==> src/rtl/generation_tagged_tile_allocator_assert.svh <==
// Assertion macros for the tile allocator
`ifndef GENERATION_TAGGED_TILE_ALLOCATOR_ASSERT_SVH
`define GENERATION_TAGGED_TILE_ALLOCATOR_ASSERT_SVH
`ifndef SYNTHESIS
`define GTTA_ASSERT(label, cond, msg) \
  label: assert property (@(posedge clk) disable iff (!rst_n) (cond)) else $error(msg);
`define GTTA_IMPLY(label, pre, post, msg) \
  label: assert property (@(posedge clk) disable iff (!rst_n) (pre) |=> (post)) else $error(msg);
`else
`define GTTA_ASSERT(label, cond, msg)
`define GTTA_IMPLY(label, pre, post, msg)
`endif
`endif

==> src/rtl/gtta_ram.sv <==
module gtta_ram #(
  parameter int Width = 8,
  parameter int Depth = 16
) (
  input  logic                     clk,
  input  logic                     we,
  input  logic [$clog2(Depth)-1:0] waddr,
  input  logic [Width-1:0]         wdata,
  input  logic [$clog2(Depth)-1:0] raddr,
  output logic [Width-1:0]         rdata
);
  logic [Width-1:0] mem [Depth];
  always_ff @(posedge clk) begin
    if (we) mem[waddr] <= wdata;
    rdata <= mem[raddr];
  end
endmodule

==> config.mk <==
export PLATFORM = sky130hd
export DESIGN_NAME = gtta_ram
export DESIGN_NICKNAME = d
export VERILOG_FILES = /design/src/rtl/generation_tagged_tile_allocator_assert.svh /design/src/rtl/gtta_ram.sv
export SDC_FILE = /design/constraint.sdc
export NUM_CORES = 1
export LEC_CHECK = 0
export BUFFER_PORTS_ARGS = -buffer_cell sky130_fd_sc_hd__buf_2
export CELL_PAD_IN_SITES_DETAIL_PLACEMENT = 2
export CELL_PAD_IN_SITES_GLOBAL_PLACEMENT = 2
export CORE_MARGIN = 5
export CORE_UTILIZATION = 40
export CTS_BUF_LIST = sky130_fd_sc_hd__clkbuf_8 sky130_fd_sc_hd__clkbuf_16
export DETAILED_ROUTE_END_ITERATION = 10
export PLACE_DENSITY_LB_ADDON = 0.1
export REMOVE_ABC_BUFFERS = 1
export SKIP_CTS_REPAIR_TIMING = 1
export SYNTH_ARGS = -nofsm -noshare
export SYNTH_HDL_FRONTEND = slang
export SYNTH_SLANG_ARGS = --single-unit
export TNS_END_PERCENT = 1
==> constraint.sdc <==
create_clock -name clk -period 1.75 [get_ports clk]
set_input_delay 0.0875 -clock clk [delete_from_list [all_inputs] [get_ports clk]]
set_output_delay 0.0875 -clock clk [all_outputs]
set_load 0.03 [all_outputs]
* Word level (Yosys, flattened, before mapping)
Memory sizes are Yosys's and may differ from the RTL's. A register that Yosys moved wholly into a read port is not among the register bits. Index checks and enable logic that the tools add are counted.
Cells by class: mux-type cells 2
Operator list (number):
- two-way mux 1 bit | 2
Storage, ports and cells: register bits after elaboration 0, RAM bits 128, input bits 18, output and inout port bits 8, word-level logic and storage cells 3, memories 1
Memory list:
- mem | depth 16, width 8, rd ports 1, clocked after memory_dff 1, write ports 1, RTL line gtta_ram.sv:12 | logic [Width-1:0] mem [Depth];

* Depth between registers and ports, before layout
depth after elaboration 2, gate-level depth with buffers 5, depth with buffers taken out 3

* Worst setup path before layout
OpenSTA, ideal clock, no wires.
path type input to register, start input port waddr[2], end memory mem[0][0] (enable), setup time 0.383 ns, arrival time 1.197 ns, required time 1.367 ns, path slack 0.170 ns, cell stages on the path 2, path buffers 0, cells stage by stage or3b_2 > nor3_1
RTL lines:
- start: declaration | RTL line gtta_ram.sv:7 | input logic [$clog2(Depth)-1:0] waddr,
- end: declaration | RTL line gtta_ram.sv:12
No word-level cell before the write port.

==> metrics.txt <==
outcome=finished clean; share of cells above drive strength 1=30.6%; share of the synthesized area in the top cell type=74.7%; met3 track demand over resource=around 4.0%; Total GRT Usage=17.5%; number of synthesized flops with an enable pin=approximately 130; register area share after synthesis=77.8%; cell area after synthesis=a little over 5000 µm²; GP Congestion=0.680; DR iter-0 viols=about 150; ys flop type=edfxtp_1; footprint of the multi-input gates=around 1100 µm²; FF-to-FF setup slack=0.32 ns; post-synthesis async set-or-reset flop share=0%; post-route ant nets=0; Yosys warnings=0; Power per Cell Area=1200 nW/µm²; worst slack, placed=around 0.10 ns; initial antenna violation count=0; Max-Cap Viols=0; CP max FO=1; cells after synthesis=229; CTS buffer count=17; Num Clock Sinks=roughly 140; RSZ-0062 raised after global routing=false; worst slew pin tran=0.414 ns; Worst Hold End=mem[15][3]$_DFFE_PP_; # setup viols final=0; Worst VDD drop=0.840 mV; Vias/cell=5.37; DIE WIDTH=123 µm; RR Startpoint=mem[11][7]$_DFFE_PP_; FP Rows=~40; Finished Layout Cells=469; nets=302; IO Port Bufs=25; die area=15200 µm²; CTS tree=built; vias after detailed routing=2518; final hold viol count=0; residual DRC count=0; Final WS setup=~0.32 ns; Setup TNS=0 ns; Worst Setup End Kind=flip-flop; top post-synthesis cells by count=edfxtp_1, mux4_2, a22oi_1, mux4_1, nor2_1; final wirelength=11.9 mm; Crit Reg-Reg Endpoint=rdata[7]$_DFF_P_; cell taking the most area after synthesis=edfxtp_1; core area=12600 µm²; root buffer cell=clkbuf_16; R2R depth=3; Crit path required time=2.03 ns; Slew headroom=72.4%; DP HPWL=7.58 mm; LEAKAGE=~0.0021 µW; ranking of synthesized cells by area=edfxtp_1, mux4_2, mux4_1; TritonRoute pass-1 iters=4; count leader, synth=edfxtp_1; # diodes=0; min-delay src=wdata[3]; Clock Path Buffers=2; M2 GR Usage=27.8%; Wirelength per Cell=25.4 µm; Initial Utilization=40.8%; crit path DAT=between 1.5 and 2 ns; filler cell count=1125; minimum clock period=roughly 1.4 ns; CP Launch Type=flip-flop; io pins=26; first-pass GRT wire length=between 15 and 20 mm; FF/Latch Area=4000 µm²; Worst Hold Depth=1; worst-case clock skew=approximately 0.0043 ns; placed insts=437; Fmax=697 MHz; Avg Inst Size Synth=22.5 µm²; clock-pin transition on the worst setup and hold timing paths=0.05 ns; Crit Path Class=reg -> reg; min-delay worst type=in -> reg; M1 GR Usage=23.0%; clk_lat worst skew=0.41 ns; pin count of the biggest net entering global routing=33; Slew Limit Fails=0; Unique masters post-synth=19; Area Growth Syn to Fin=19.3%; busiest grt layer=met2; number of global-route vias before repair=2800; FF+latch count, synth=136; Overflow after GRT=0; Die Ht=123 µm; Tcrit/Tclk final=81.9%; H-tree depth=4
layout make-up:
class / instances / share of cell area [%]
Sequential cell: 136 / 65.2
Timing Repair Buffer: 46 / 5.21
Tap cell: 172 / 3.50
Clock buffer: 17 / 6.93
Clock inverter: 15 / 1.96
Multi-Input combinational cell: 83 / 17.2
sequential cells by signal (all words and copies together), names as in the netlist:
name	flops
rdata	8
mem	128
worst max-delay path, stage by stage, from the launching register on:
cell      delay (ns)
edfxtp_1        0.38
mux4_2          0.47
a22oi_1         0.34
nand2_1         0.11
layout by cell type (no fill, tap or decap), drive strengths merged:
cell type	instances
inv	3
and2	1
edfxtp	128
nand2b	2
a22oi	16
mux4	32
clkinvlp	1
dfxtp	8
bufinv	2
clkinv	9
nand2	9
nor2b	1
nor2	13
or3b	1
buf	46
nor3	4
nand3b	2
clkbuf	17
and2b	1
nand3	1
per-layer routing:
metal / share of wire, % / vias up
met3: 2.4 / 12
met4: 1.4 / 0
li1: - / 1087
met1: 45 / 1368
met5: 0 / -
met2: 51 / 51
stage by stage:
stage	hold slack, ns	instance area, µm²	utilization [%]	power [µW]
finish	0.0733	6140	48.7	7360
global route	0.0589	6140	48.7	7660
CTS	0.0564	6140	48.7	7460
detailed placement	0.499	5600	44.3	4150
global placement	0.484	5600	44.3	4130
floorplan	0.186	5060	-	3910
cell families after synthesis:
family / count (synthesis) / share of synthesized area, %
flops: 136 / 77.8
simple gates: 35 / 3.18
mux: 32 / 15.0
compound gates: 16 / 2.33
buf+inv: 10 / 1.68
how the worst max path moves through the flow:
stage                                     from                  end  slack, ns  cells past startpoint
after global routing       mem[1][0]$_DFFE_PP_     rdata[0]$_DFF_P_       0.27                      3
final                     mem[11][7]$_DFFE_PP_     rdata[7]$_DFF_P_       0.32                      3
after global placement                raddr[0]     rdata[7]$_DFF_P_       0.14                      5
after CTS                 mem[11][7]$_DFFE_PP_     rdata[7]$_DFF_P_       0.27                      3
after floorplan                       waddr[2]  mem[0][0]$_DFFE_PP_       0.17                      2
after detailed placement              raddr[0]     rdata[7]$_DFF_P_       0.10                      5
where the power goes:
part           internal [µW]  switching (µW)  total (µW)
Sequential              3640            26.0        3670
Combinational            153             242         395
Clock                   2040            1260        3300
No activity file was read; power rests on OpenSTA's default activity.
